File: config.mk
export PLATFORM = sky130hd
export DESIGN_NAME = tga_rle_pixel_decoder
export DESIGN_NICKNAME = d
export VERILOG_FILES = /design/src/tga_rle_pkg.sv /design/src/tga_rle_pixel_decoder.sv
export VERILOG_INCLUDE_DIRS = /design/src /design/src/src
export SDC_FILE = /design/constraint.sdc
export NUM_CORES = 1
export LEC_CHECK = 0
export ABC_AREA = 1
export BUFFER_PORTS_ARGS = -buffer_cell sky130_fd_sc_hd__buf_4
export CAP_MARGIN = 20
export CORE_MARGIN = 5
export CORE_UTILIZATION = 30
export CTS_BUF_LIST = sky130_fd_sc_hd__clkbuf_8 sky130_fd_sc_hd__clkbuf_16
export DETAILED_ROUTE_END_ITERATION = 10
export PLACE_DENSITY = 0.52
export SYNTH_ARGS = -nofsm -noshare
export SYNTH_HDL_FRONTEND = slang
export SYNTH_SLANG_ARGS = --single-unit
File: constraint.sdc
create_clock -name clock -period 8.75 [get_ports clock]
set_clock_uncertainty 0.1 [all_clocks]
set_input_delay 0.875 -clock clock [delete_from_list [all_inputs] [get_ports clock]]
set_output_delay 0.875 -clock clock [all_outputs]
set_load 0.005 [all_outputs]
File: src/tga_rle_pixel_decoder_assert.svh
// ----------------------------------------------------------------------------
// TGA run-length pixel decoder: assertion macros
// Shorthand for the concurrent checks of the decoder, clocked on clock and
// held off during reset.
// ----------------------------------------------------------------------------
`ifndef TGA_RLE_PIXEL_DECODER_ASSERT_SVH
`define TGA_RLE_PIXEL_DECODER_ASSERT_SVH

// The consequent must hold in the same cycle as the antecedent.
`define TGA_ASSERT_SAME(label, ante, cons, msg) \
   label: assert property (@(posedge clock) disable iff (reset) (ante) |-> (cons)) \
      else $error(msg);

// The consequent must hold in the cycle after the antecedent.
`define TGA_ASSERT_NEXT(label, ante, cons, msg) \
   label: assert property (@(posedge clock) disable iff (reset) (ante) |=> (cons)) \
      else $error(msg);

`endif

File: src/tga_rle_pkg.sv
// ----------------------------------------------------------------------------
// TGA run-length decoder package
// Register indexes, reset values and chunk header constants.
// ----------------------------------------------------------------------------
package tga_rle_pkg;

   localparam int DEFAULT_COUNT_WIDTH = 32;
   localparam int DIM_WIDTH           = 16;
   localparam int PRODUCT_WIDTH       = 2 * DIM_WIDTH;

   typedef logic [1:0]           csr_index_type;
   typedef logic [7:0]           byte_type;
   typedef logic [DIM_WIDTH-1:0] dim_type;

   localparam csr_index_type REG_IMAGE_WIDTH     = 2'd0;
   localparam csr_index_type REG_IMAGE_HEIGHT    = 2'd1;
   localparam csr_index_type REG_HAS_ALPHA       = 2'd2;
   localparam csr_index_type REG_RUN_LENGTH_MODE = 2'd3;

   localparam dim_type RESET_IMAGE_WIDTH  = 16'd256;
   localparam dim_type RESET_IMAGE_HEIGHT = 16'd256;

   // Position of the last stored byte of a pixel.
   localparam logic [1:0] LAST_BYTE_RGB  = 2'd2;
   localparam logic [1:0] LAST_BYTE_RGBA = 2'd3;

   // A header at or above this value starts a repeated pixel.
   localparam byte_type REPEAT_HEADER_MIN = 8'd128;
   localparam byte_type REPEAT_BIAS       = 8'd127;

endpackage

File: src/tga_rle_pixel_decoder.sv
// ----------------------------------------------------------------------------
// TGA run-length pixel decoder
// Turns the body of a TGA image into RGB(A) pixels with repeat counts.
// ----------------------------------------------------------------------------
// The decoder takes one body byte per clock while no result is held up at
// the output: a byte is held in an input register, decoded from there, and a
// finished pixel sits in the result register until it is taken. Header bytes
// and the leading bytes of a pixel give no result; the byte that completes a
// pixel gives one result with its repeat count, clipped to the pixels left in
// the image. After the pixel that ends the image the decoder waits, in
// run-length mode, for a new chunk header. The pixel total is recomputed from
// the size registers each cycle and registered before the decoder sees it.
`include "tga_rle_pixel_decoder_assert.svh"

module tga_rle_pixel_decoder
   import tga_rle_pkg::*;
#(
   parameter int COUNT_WIDTH = DEFAULT_COUNT_WIDTH
) (
   input  logic          clock,
   input  logic          reset,

   input  logic          req_valid,
   output logic          req_ready,
   input  logic [7:0]    req_data_byte,

   output logic          rsp_valid,
   input  logic          rsp_ready,
   output logic [7:0]    rsp_red,
   output logic [7:0]    rsp_green,
   output logic [7:0]    rsp_blue,
   output logic [7:0]    rsp_alpha,
   output logic [7:0]    rsp_repeat_count,
   output logic          rsp_last_of_image,

   input  logic          csr_write_enable,
   input  csr_index_type csr_index,
   input  dim_type       csr_write_data
);

   typedef logic [COUNT_WIDTH-1:0] count_type;

   // Configuration registers.
   dim_type image_width_ff;
   dim_type image_height_ff;
   logic    has_alpha_ff;
   logic    run_length_mode_ff;

   always_ff @(posedge clock) begin
      if (reset) begin
         image_width_ff     <= RESET_IMAGE_WIDTH;
         image_height_ff    <= RESET_IMAGE_HEIGHT;
         has_alpha_ff       <= 1'b0;
         run_length_mode_ff <= 1'b1;
      end else if (csr_write_enable) begin
         case (csr_index)
            REG_IMAGE_WIDTH:     image_width_ff     <= csr_write_data;
            REG_IMAGE_HEIGHT:    image_height_ff    <= csr_write_data;
            REG_HAS_ALPHA:       has_alpha_ff       <= csr_write_data[0];
            REG_RUN_LENGTH_MODE: run_length_mode_ff <= csr_write_data[0];
            default: ;
         endcase
      end
   end

   // Pixel total, saturated to the counter width and registered after the
   // multiplier.
   logic [PRODUCT_WIDTH-1:0] product;
   logic                     product_sat;
   count_type                total_ff;
   count_type                total_in;

   always_comb begin
      product     = image_width_ff * image_height_ff;
      product_sat = (PRODUCT_WIDTH > COUNT_WIDTH) && ((product >> COUNT_WIDTH) != '0);
      total_in    = product_sat ? '1 : product[COUNT_WIDTH-1:0];
   end

   always_ff @(posedge clock) begin
      total_ff <= total_in;
   end

   // Input register.
   logic     in_valid_ff;
   byte_type in_byte_ff;
   logic     out_valid_ff;
   logic     slot_free;
   logic     advance;

   assign slot_free = !out_valid_ff || rsp_ready;
   assign advance   = in_valid_ff && slot_free;
   assign req_ready = !in_valid_ff || slot_free;

   always_ff @(posedge clock) begin
      if (reset) begin
         in_valid_ff <= 1'b0;
      end else if (req_ready) begin
         in_valid_ff <= req_valid;
      end
   end

   always_ff @(posedge clock) begin
      if (req_ready && req_valid) begin
         in_byte_ff <= req_data_byte;
      end
   end

   // Decoder state.
   logic        expect_header_ff, expect_header_in;
   logic        run_is_repeat_ff, run_is_repeat_in;
   byte_type    run_left_ff, run_left_in;
   logic [1:0]  byte_idx_ff, byte_idx_in;
   byte_type    pixel_ff [4];
   byte_type    pixel_in [4];
   count_type   done_ff, done_in;

   logic        header_phase;
   logic        produce;
   logic [1:0]  last_idx;
   byte_type    count_raw;
   byte_type    count_clip;
   count_type   remaining;
   logic        last;

   always_comb begin
      expect_header_in = expect_header_ff;
      run_is_repeat_in = run_is_repeat_ff;
      run_left_in      = run_left_ff;
      byte_idx_in      = byte_idx_ff;
      done_in          = done_ff;
      pixel_in         = pixel_ff;
      produce          = 1'b0;
      count_raw        = 8'd1;
      count_clip       = 8'd1;
      remaining        = count_type'(1);
      last             = 1'b0;
      last_idx         = has_alpha_ff ? LAST_BYTE_RGBA : LAST_BYTE_RGB;
      header_phase     = run_length_mode_ff && expect_header_ff;

      if (header_phase) begin
         run_is_repeat_in = (in_byte_ff >= REPEAT_HEADER_MIN);
         run_left_in      = (in_byte_ff >= REPEAT_HEADER_MIN) ?
                            in_byte_ff - REPEAT_BIAS : in_byte_ff + 8'd1;
         expect_header_in = 1'b0;
         byte_idx_in      = 2'd0;
      end else begin
         pixel_in[byte_idx_ff] = in_byte_ff;
         if (byte_idx_ff < last_idx) begin
            byte_idx_in = byte_idx_ff + 2'd1;
         end else begin
            byte_idx_in = 2'd0;
            produce     = 1'b1;
            if (run_length_mode_ff) begin
               if (run_left_ff == 8'd0) begin
                  // No run open: the pixel stands alone.
                  expect_header_in = 1'b1;
               end else if (run_is_repeat_ff) begin
                  count_raw        = run_left_ff;
                  run_left_in      = 8'd0;
                  expect_header_in = 1'b1;
               end else begin
                  run_left_in = run_left_ff - 8'd1;
                  if (run_left_ff == 8'd1) begin
                     expect_header_in = 1'b1;
                  end
               end
            end

            remaining  = (total_ff > done_ff) ? total_ff - done_ff : count_type'(1);
            count_clip = (count_type'(count_raw) > remaining) ?
                         remaining[7:0] : count_raw;
            last       = (count_type'(count_clip) == remaining);
            done_in    = done_ff + count_type'(count_clip);

            // End of image: re-arm for the next one.
            if (last) begin
               done_in          = '0;
               run_left_in      = 8'd0;
               byte_idx_in      = 2'd0;
               expect_header_in = 1'b1;
            end
         end
      end
   end

   always_ff @(posedge clock) begin
      if (reset) begin
         expect_header_ff <= 1'b1;
         run_is_repeat_ff <= 1'b0;
         run_left_ff      <= 8'd0;
         byte_idx_ff      <= 2'd0;
         done_ff          <= '0;
      end else if (advance) begin
         expect_header_ff <= expect_header_in;
         run_is_repeat_ff <= run_is_repeat_in;
         run_left_ff      <= run_left_in;
         byte_idx_ff      <= byte_idx_in;
         done_ff          <= done_in;
      end
   end

   always_ff @(posedge clock) begin
      if (advance) begin
         pixel_ff <= pixel_in;
      end
   end

   // Result register.
   byte_type red_ff;
   byte_type green_ff;
   byte_type blue_ff;
   byte_type alpha_ff;
   byte_type repeat_count_ff;
   logic     last_of_image_ff;

   always_ff @(posedge clock) begin
      if (reset) begin
         out_valid_ff <= 1'b0;
      end else if (slot_free) begin
         out_valid_ff <= in_valid_ff && produce;
      end
   end

   always_ff @(posedge clock) begin
      if (advance && produce) begin
         red_ff           <= pixel_in[2];
         green_ff         <= pixel_in[1];
         blue_ff          <= pixel_in[0];
         alpha_ff         <= has_alpha_ff ? pixel_in[3] : 8'd0;
         repeat_count_ff  <= count_clip;
         last_of_image_ff <= last;
      end
   end

   assign rsp_valid         = out_valid_ff;
   assign rsp_red           = red_ff;
   assign rsp_green         = green_ff;
   assign rsp_blue          = blue_ff;
   assign rsp_alpha         = alpha_ff;
   assign rsp_repeat_count  = repeat_count_ff;
   assign rsp_last_of_image = last_of_image_ff;

   logic count_ok;
   logic end_of_image;
   logic rearmed;

   assign count_ok     = (rsp_repeat_count != 8'd0) && (rsp_repeat_count <= 8'd128);
   assign end_of_image = advance && produce && last;
   assign rearmed      = (done_ff == '0) && expect_header_ff;

   `TGA_ASSERT_SAME(a_stall_holds_input, !req_ready, in_valid_ff, "input stalled while empty")
   `TGA_ASSERT_SAME(a_count_range, rsp_valid, count_ok, "repeat count out of range")
   `TGA_ASSERT_NEXT(a_rearm_at_end, end_of_image, rearmed, "no re-arm after last pixel")

endmodule

### Word level (Yosys, flattened, before mapping)

Cells that the tools add are included.
W data, S select, Z words.

| storage, ports and cells | value |
|---|---|
| input bits | 31 |
| word-level logic and storage cells | 100 |
| memory bits (read-only) | 0 |
| register bits | 193 |
| bits in writable memories | 0 |
| memories | 0 |
| output and inout bits | 43 |
| bits in latches | 0 |

| operators by class | value |
|---|---|
| reductions and logical operators | 23 |
| divide/modulo/power cells | 0 |
| eq/ne operators | 7 |
| multipliers | 1 |
| magnitude comparators | 6 |
| add/subtract/negate cells | 6 |
| shift operators | 0 |
| muxes and demuxes | 31 |
| bitwise gates (word level) | 3 |

Operators by type and width:

| kind | count |
|---|---|
| $mux W8 | 14 |
| $mux W32 | 3 |
| $add A32 B8 Y32 | 1 |
| $bwmux W32 | 1 |
| $eq A8 B32 Y1 | 1 |
| $gt A32 B32 Y1 | 1 |
| $gt A8 B32 Y1 | 1 |
| $mul A16 B16 Y32 | 1 |
| $sub A32 B32 Y32 | 1 |
| $demux W8 S2 | 1 |
| $mux W1 | 10 |
| $reduce_and A2 Y1 | 5 |
| $add A8 B1 Y8 const B | 1 |
| $eq A8 B1 Y1 const B | 1 |
| $ge A8 B8 Y1 const B | 1 |
| $logic_not A8 Y1 | 1 |
| $reduce_and A4 Y1 | 2 |
| $sub A8 B1 Y8 const B | 1 |
| $sub A8 B7 Y8 const B | 1 |
| $logic_and A1 B1 Y1 | 6 |
| $reduce_bool A5 Y1 | 1 |
| $eq A2 B2 Y1 const B | 2 |
| $mux W2 | 2 |
| $ge A3 B3 Y1 const B | 1 |
| other kinds (14) | 17 |

### Depth between registers and ports, before layout

Gate-level depths: netlist (run 1).

| logic depth | value |
|---|---|
| depth in word-level cells | 11 |
| depth in mapped cells | 53 |
| gate-level depth less buffers | 50 |

### Worst setup path before layout (run 1)

Ideal clock, no wire load.

| timing path | value |
|---|---|
| path type | flip-flop to flip-flop |
| from | register done_ff[5] |
| to | register done_ff[28] |
| path slack | 2.078 ns |
| setup time | 0.057 ns |
| cell stages (with the launch flop) | 50 |
| clock period less this slack | 6.672 ns |
| arrival time | 6.515 ns |
| cell sequence | dfxtp_1 inv_1 ha_1 nand2_1 nor2_1 nand2_1 nand2_1 nand2_1 nand2_1 nand2_1 nand2_1 nand2_4 buf_6 nor3_1 inv_1 ha_1 nand2_1 o21ai_0 [... 14 more ...] nand3_1 nand2_1 a21oi_1 o21ai_0 nand2_1 nor2_1 nand2_1 nor2_1 nand3_1 inv_1 nand3_1 nor2_1 nand4_1 nor2_2 nand2_1 o21ai_0 o211ai_1 inv_1 |

| between the ends | value |
|---|---|
| word-level cells in the longest chain between the ends | 6 |
| elaborated cells between the ends (all ways) | 8 |
| classes of those cells | add/sub (2); order compare (2); eq/ne (1); mux (3) |

Ends and longest elaborated chain:

| element | line | RTL |
|---|---|---|
| from (decl) | tga_rle_pixel_decoder.sv:115 | `count_type done_ff, done_in;` |
| from (signal assigned) | tga_rle_pixel_decoder.sv:198 | `done_ff <= done_in;` |
| $sub A32 B32 Y32 or $gt A32 B32 Y1 (tied branches) | tga_rle_pixel_decoder.sv:169 | `remaining = (total_ff > done_ff) ? total_ff - done_ff : count_type'(1);` |
| $mux W32 | tga_rle_pixel_decoder.sv:169 |  |
| $gt A8 B32 Y1 | tga_rle_pixel_decoder.sv:170 | `count_clip = (count_type'(count_raw) > remaining) ?` |
| $mux W8 | tga_rle_pixel_decoder.sv:170 |  |
| $add A32 B8 Y32 or $eq A8 B32 Y1 (tied branches) | tga_rle_pixel_decoder.sv:173, tga_rle_pixel_decoder.sv:172 |  |
| $mux W32 * | tga_rle_pixel_decoder.sv:176 | `if (last) begin` |

Mark *: on every way between the ends. The rest lies on a longest branch, timed or not.
A chain may end at the register's enable or synchronous reset.

### Final worst setup path (run 1)

| timing path | value |
|---|---|
| from | register done_ff[5] |
| to | register done_ff[30] |

The elaborated chain is that of the path after synthesis.

==> run_results.csv, run 1 <==
group,metric,value,unit
clock_tree,cts_tree,"yes",
cells_and_area,layout_commonest_cell,"nand2_1",
setup_path,critPathMaxStageDelay,0.41,ns
cells_and_area,fin_cells,3582,
global_routing,grt_usage,14.6,%
clock_tree,numCtsBuffers,17,
clock_tree,clock_latency,0.49,ns
cells_and_area,antennaDiodeCount,0,
yosys,netlist_area,0.0197,mm^2
cells_and_area,nets,3095,
clock_tree,ctsLongestPathBuffers,2,
setup_path,cp.arrival,7.89,ns
setup_path,critPathTopFamily,"simple AND/OR/NAND/NOR gates",
pwr,ir_drop,0.000163,V
yosys,yosysUniqueCellTypes,48,
cells_and_area,area_growth,10.4,%
sta,max_freq,132,MHz
route,drc,0,
setup_path,crit_path_max_fanout,19,
setup_path,slowest_stage,"fa_1",
global_routing,grt_max_degree,58,
sta,slew_headroom,36.8,%
die,core-area,0.0655,mm^2
global_routing,grt_pass1_wl,83400,um
setup_path,worstSetupStartpointType,"flop",
route,routed-via-count,15778,
global_routing,grt_remaining_overflow,0,
outcome,status,"complete, no violations",
cells_and_area,final_cell_mix,"714 x nand2_1, 612 x inv_1, 241 x nor2_1",
route,ant_nets,0,
placed_design,place_hpwl,40400,um
die,die_h,266,um
flow_run,cap_violations,0,
sta,worstMarginPinSlew,0.947,ns
placed_design,place.gp.congestion,0.853,
die,die_w,266,um
sta,tns,0,ns
yosys,seq_area_frac_synth,23.7,%
pwr,swShare,42.9,%
yosys,syn_nets,3073,
pwr,combPwrFrac,39.7,%
pwr,netSwitchingPower,1370,uW
pwr,powerDensity,146,mW/mm^2
clock_tree,clkSlewWorstSetupHoldPaths,0.08,ns
placed_design,dp.cells,3550,
yosys,avgSynthCellArea,7.35,um^2
route,wl,50100,um
route,dr.pass1.iters,4,
die,io-pin-count,74,
route,drtIter0Drc,866,
sta,period_needed,7.55,ns
clock_tree,ctsHoldBuffers,0,
global_routing,grt_pass1_vias,15981,
sta,period_share,86.3,%
setup_path,worstPathRequired,9.08,ns
yosys,yosys_warnings,0,
pwr,clkPwrFrac,27.4,%
die,dieArea,0.0710,mm^2
yosys,synth-seq-cells,193,
setup_path,path_buf_inv,8,
clock_tree,cts_resized,0,
setup_path,critPathKind,"flop to flop",
pwr,total_leakage_power,0.0117,uW
pwr,power.total,3190,uW
sta,rsz0062_at_grt,"no",
sta,finalSetupViolations,0,
cells_and_area,drive_above_1_share,7.17,%
setup_path,cpMostUsedCell,"nand2_1",
clock_tree,cts_setup_buffers,0,
hold_path,hold_class,"flop to flop",
clock_tree,htree_levels,4,
cells_and_area,final_util,33.2,%
clock_tree,cts-root-buf,"clkbuf_16",
setup_path,end_kind,"flop",
sta,hold_viol,0,
clock_tree,cts_sinks,193,
route,vias_per_cell,4.40,
route,routedWlPerCell,14.0,um
sta,slew_violations,0,
yosys,syn_inst,2683,
pwr,p_seq_share,32.9,%
placed_design,dp_slack,1.08,ns
placed_design,port_buffers,73,
die,core.rowCount,94,
sta,worst_slack,1.20,ns
die,initial_core_util,30.1,%
pwr,cellInternalPower,1820,uW
global_routing,antenna_found_initial,0,
per-layer routing:
| metal | up-vias | part of all wire [%] | track usage, % |
|---|---|---|---|
| met5 | - | 0 | 0 |
| met4 | 0 | 2.3 | 4.15 |
| met3 | 64 | 2.5 | 2.03 |
| met2 | 189 | 49 | 25.7 |
| met1 | 7443 | 46 | 18.8 |
| li1 | 8082 | - | - |
through the flow:
step                hold slack (ns)  instance area, um^2
floorplan                     0.328                19700
global route                  0.400                21800
CTS                           0.378                21800
global placement              0.349                21100
detailed placement            0.358                21100
finish                        0.370                21800
registers in the layout (all words and copies together), names as in the netlist:
signal / count
run_length_mode_ff: 1
rsp_alpha: 8
run_is_repeat_ff: 1
rsp_last_of_image: 1
image_height_ff: 16
byte_idx_ff: 2
rsp_repeat_count: 8
in_byte_ff: 8
image_width_ff: 16
rsp_valid: 1
done_ff: 32
rsp_blue: 8
in_valid_ff: 1
rsp_red: 8
pixel_ff: 32
has_alpha_ff: 1
rsp_green: 8
run_left_ff: 8
expect_header_ff: 1
total_ff: 32
Yosys cell counts, drive strengths merged:
master | number | area (um^2)
nand2 | 721 | 2730
xor2 | 32 | 280
dfxtp | 112 | 2240
a2111oi | 1 | 8.76
edfxtp | 81 | 2430
o21a | 3 | 22.5
xnor2 | 16 | 140
or4 | 1 | 7.51
o21ai | 105 | 526
a21o | 1 | 7.51
o311ai | 1 | 8.76
or2 | 4 | 25.0
nand4 | 14 | 93.8
a211oi | 6 | 45.0
o211ai | 4 | 30.0
fa | 196 | 3920
and2 | 4 | 25.0
nor4 | 2 | 12.5
inv | 640 | 2400
o31ai | 1 | 7.51
a221oi | 1 | 8.76
clkbuf | 78 | 293
o221ai | 1 | 8.76
a21boi | 2 | 15.0
nand3b | 7 | 60.1
o21bai | 7 | 52.6
nor3 | 19 | 116
a21oi | 85 | 429
nor2 | 256 | 1020
ha | 163 | 2040
buf | 6 | 56.3
clkinv | 1 | 3.75
nand3 | 112 | 643
power groups by stage:
stage,clock network [uW],registers [uW],logic [uW]
after floorplan,0,1020,989
after global placement,0,1070,1280
after detailed placement,0,1070,1270
after CTS,903,1050,1280
after global routing,942,1060,1470
final,872,1050,1270
tightest hold or removal path, delay by kind of cell (launching register included):
family | cells | cell delay [ns]
DFF | 1 | 0.34
and+or+nand+nor | 2 | 0.10
cell families (layout without fill, tap and decap cells):
group                      after synthesis  in the layout  share of synthesized area, %
adders and majority gates              359            359                          30.2
xor gates and xnor gates                48             48                          2.13
and+or+nand+nor                       1140           1140                          24.0
DFF                                    193            193                          23.7
AOI/OAI and AO/OA                      218            218                          5.93
buffers and inverters                  725            760                          14.0
worst paths after layout:
path / to / slack [ns] / start / cells past startpoint
hold / removal: expect_header_ff / 0.37 / expect_header_ff / 2
setup reg to reg: done_ff[30] / 1.20 / done_ff[5] / 46
hold reg to reg: expect_header_ff / 0.37 / expect_header_ff / 2
setup / recovery: done_ff[30] / 1.20 / done_ff[5] / 46
cell type report:
cell class,instances,area (um^2)
fill,7052,43700
multi-input combinational,1765,12300
sequential,193,4670
inverter,641,2410
tap,864,1080
timing repair buffer,87,653
clock buffer,17,425
clock inverter,15,239
Note: power is estimated with default switching activity, not from simulation.
==> run 2, diff against run 1 <==
ABC_AREA = not set   (was 1)
CAP_MARGIN = not set   (was 20)
clock period = 7.3 ns   (was 8.75 ns; I/O delays follow)
==> run_results.csv, run 2 <==
group,metric,value,unit
outcome,status,"complete, no violations",
cells_and_area,drive_above_1_share,9.44,%
yosys,yosys-top-cells-count,"287 x inv_1, 284 x nand2_1, 196 x fa_1",
global_routing,grt_pass1_vias,14687,
yosys,netlist.area_leader.share,21.1,%
yosys,syn_nets,2427,
setup_path,critPathKind,"flop to flop",
yosys,netlist_area,0.0186,mm^2
hold_path,hold_class,"input pin to flop",
flow_run,cap_violations,0,
die,core-area,0.0616,mm^2
route,routedWlPerCell,16.5,um
yosys,synth-seq-cells,193,
yosys,yosysUniqueCellTypes,81,
pwr,powerDensity,137,mW/mm^2
die,die_w,259,um
pwr,p_seq_share,42.1,%
global_routing,grt_pass1_wl,78300,um
route,routed-via-count,14242,
sta,rsz0062_at_grt,"no",
pwr,clkPwrFrac,33.5,%
global_routing,grt_usage,14.4,%
yosys,syn_inst,2037,
pwr,cellInternalPower,1890,uW
sta,tns,0,ns
clock_tree,clkSlewWorstSetupHoldPaths,0.08,ns
pwr,total_leakage_power,0.00922,uW
die,initial_core_util,30.2,%
clock_tree,numCtsBuffers,17,
cells_and_area,nets,2475,
clock_tree,cts_sinks,193,
cells_and_area,antennaDiodeCount,0,
clock_tree,cts_resized,0,
global_routing,grt_remaining_overflow,0,
clock_tree,ctsHoldBuffers,0,
sta,hold_slack,0.335,ns
sta,period_needed,6.75,ns
pwr,netSwitchingPower,954,uW
setup_path,crit_path_max_fanout,9,
placed_design,place_hpwl,38600,um
route,wl,48300,um
global_routing,antenna_found_initial,1,
setup_path,worstPathRequired,7.55,ns
die,io-pin-count,74,
sta,hold_viol,0,
clock_tree,htree_levels,4,
sta,period_share,92.5,%
yosys,avgSynthCellArea,9.13,um^2
yosys,yosys_warnings,0,
clock_tree,cts-root-buf,"clkbuf_16",
clock_tree,clock_latency,0.48,ns
global_routing,grt_max_degree,42,
die,dieArea,0.0671,mm^2
pwr,ir_drop,0.000186,V
route,dr.pass1.iters,5,
sta,finalSetupViolations,0,
route,drtIter0Drc,778,
route,ant_nets,0,
yosys,ys_top_cells_by_area,"fa_1 21%, edfxtp_1 13%, dfxtp_1 12%",
yosys,seq_area_frac_synth,25.1,%
pwr,swShare,33.5,%
yosys,synthArstFlopShare,0,%
cells_and_area,top_regs,"done_ff: 32 flops, pixel_ff: 32 flops, total_ff: 32 flops",
cells_and_area,final_cell_mix,"287 x inv_1, 284 x nand2_1, 196 x fa_1",
cells_and_area,area_growth,11.5,%
setup_path,end_kind,"flop",
die,core.rowCount,91,
placed_design,place.gp.congestion,0.901,
sta,worstMarginPinSlew,1.22,ns
clock_tree,cts_setup_buffers,0,
pwr,combPwrFrac,24.3,%
clock_tree,cts_tree,"yes",
sta,max_freq,148,MHz
route,drc,0,
yosys,yosys.area.top_type,"fa_1",
yosys,synth_edf_count,81,
yosys,yosysMostFrequentCell,"inv_1",
setup_path,worstSetupStartpointType,"flop",
cells_and_area,layout_commonest_cell,"inv_1",
clock_tree,ctsLongestPathBuffers,2,
route,vias_per_cell,4.85,
yosys,synth_top_flop_cell,"dfxtp_1",
placed_design,port_buffers,73,
setup_path,cp.arrival,7.00,ns
die,die_h,259,um
sta,slew_headroom,18.2,%
sta,slew_violations,0,
## run 2: power by group through the flow
| stage | clock network [uW] | registers, uW | logic (uW) |
|---|---|---|---|
| floorplan | 0 | 1200 | 524 |
| global placement | 0 | 1220 | 686 |
| detailed placement | 0 | 1230 | 684 |
| CTS | 986 | 1200 | 688 |
| global route | 1030 | 1200 | 764 |
| finish | 956 | 1200 | 693 |
## run 2: final timing paths
kind | depth (start not counted) | start | slack (ns) | endpoint
max | 25 | image_height_ff[4] | 0.55 | total_ff[27]
min | 1 | req_data_byte[7] | 0.33 | in_byte_ff[7]
max reg2reg | 25 | image_height_ff[4] | 0.55 | total_ff[27]
min reg2reg | 2 | image_height_ff[1] | 0.38 | image_height_ff[1]
## run 2: metal layers
| metal | vias to the layer above | GRT usage (%) | share of wire (%) |
|---|---|---|---|
| met5 | - | 0 | 0.027 |
| met4 | 2 | 3.22 | 1.5 |
| met3 | 59 | 2.65 | 4.4 |
| met2 | 324 | 23.8 | 47 |
| met1 | 7032 | 19.8 | 48 |
| li1 | 6825 | - | - |
## run 2: cell families after synthesis
| family | count (synthesis) | synth area share, % |
|---|---|---|
| and+or+nand+nor | 689 | 18.0 |
| buffers and inverters | 370 | 7.64 |
| adders and majority gates | 359 | 32.1 |
| AOI/OAI and AO/OA | 301 | 10.7 |
| DFF | 193 | 25.1 |
| xor gates and xnor gates | 73 | 3.44 |
| muxes | 52 | 3.07 |
## run 2: stage by stage
| stage | power [uW] | setup slack [ns] | util, % | std cells | area (um^2) |
|---|---|---|---|---|---|
| after floorplan | 1720 | 1.03 | - | 2037 | 18600 |
| after global placement | 1910 | 0.491 | 32.7 | 2903 | 20100 |
| after detailed placement | 1910 | 0.394 | 32.7 | 2903 | 20100 |
| after CTS | 2870 | 0.402 | 33.7 | 2935 | 20700 |
| after global routing | 3000 | 0.101 | 33.7 | 2935 | 20700 |
| final | 2850 | 0.550 | 33.7 | 2935 | 20700 |
## run 2: final cells by class
class                      count  area [um^2]
tap                          837         1050
sequential                   193         4680
fill                        6324        40900
multi-input combinational   1474        12500
inverter                     289         1080
timing repair buffer         110          826
clock inverter                15          170
clock buffer                  17          425
## run 2: critical path, cell delays in order (launching register included)
cell	delay (ns)
dfxtp_1	0.53
buf_4	0.24
nand2_1	0.09
fa_1	0.55
inv_1	0.05
fa_1	0.47
inv_1	0.05
fa_1	0.52
inv_1	0.07
fa_1	0.52
inv_1	0.05
fa_1	0.47
inv_1	0.05
fa_1	0.43
ha_1	0.34
o21a_1	0.13
o21ai_0	0.07
nand2b_1	0.11
o211ai_1	0.13
a21boi_0	0.33
o21a_1	0.18
o21ai_0	0.15
a211o_1	0.32
a21boi_0	0.36
mux2i_1	0.23
nand2_1	0.07
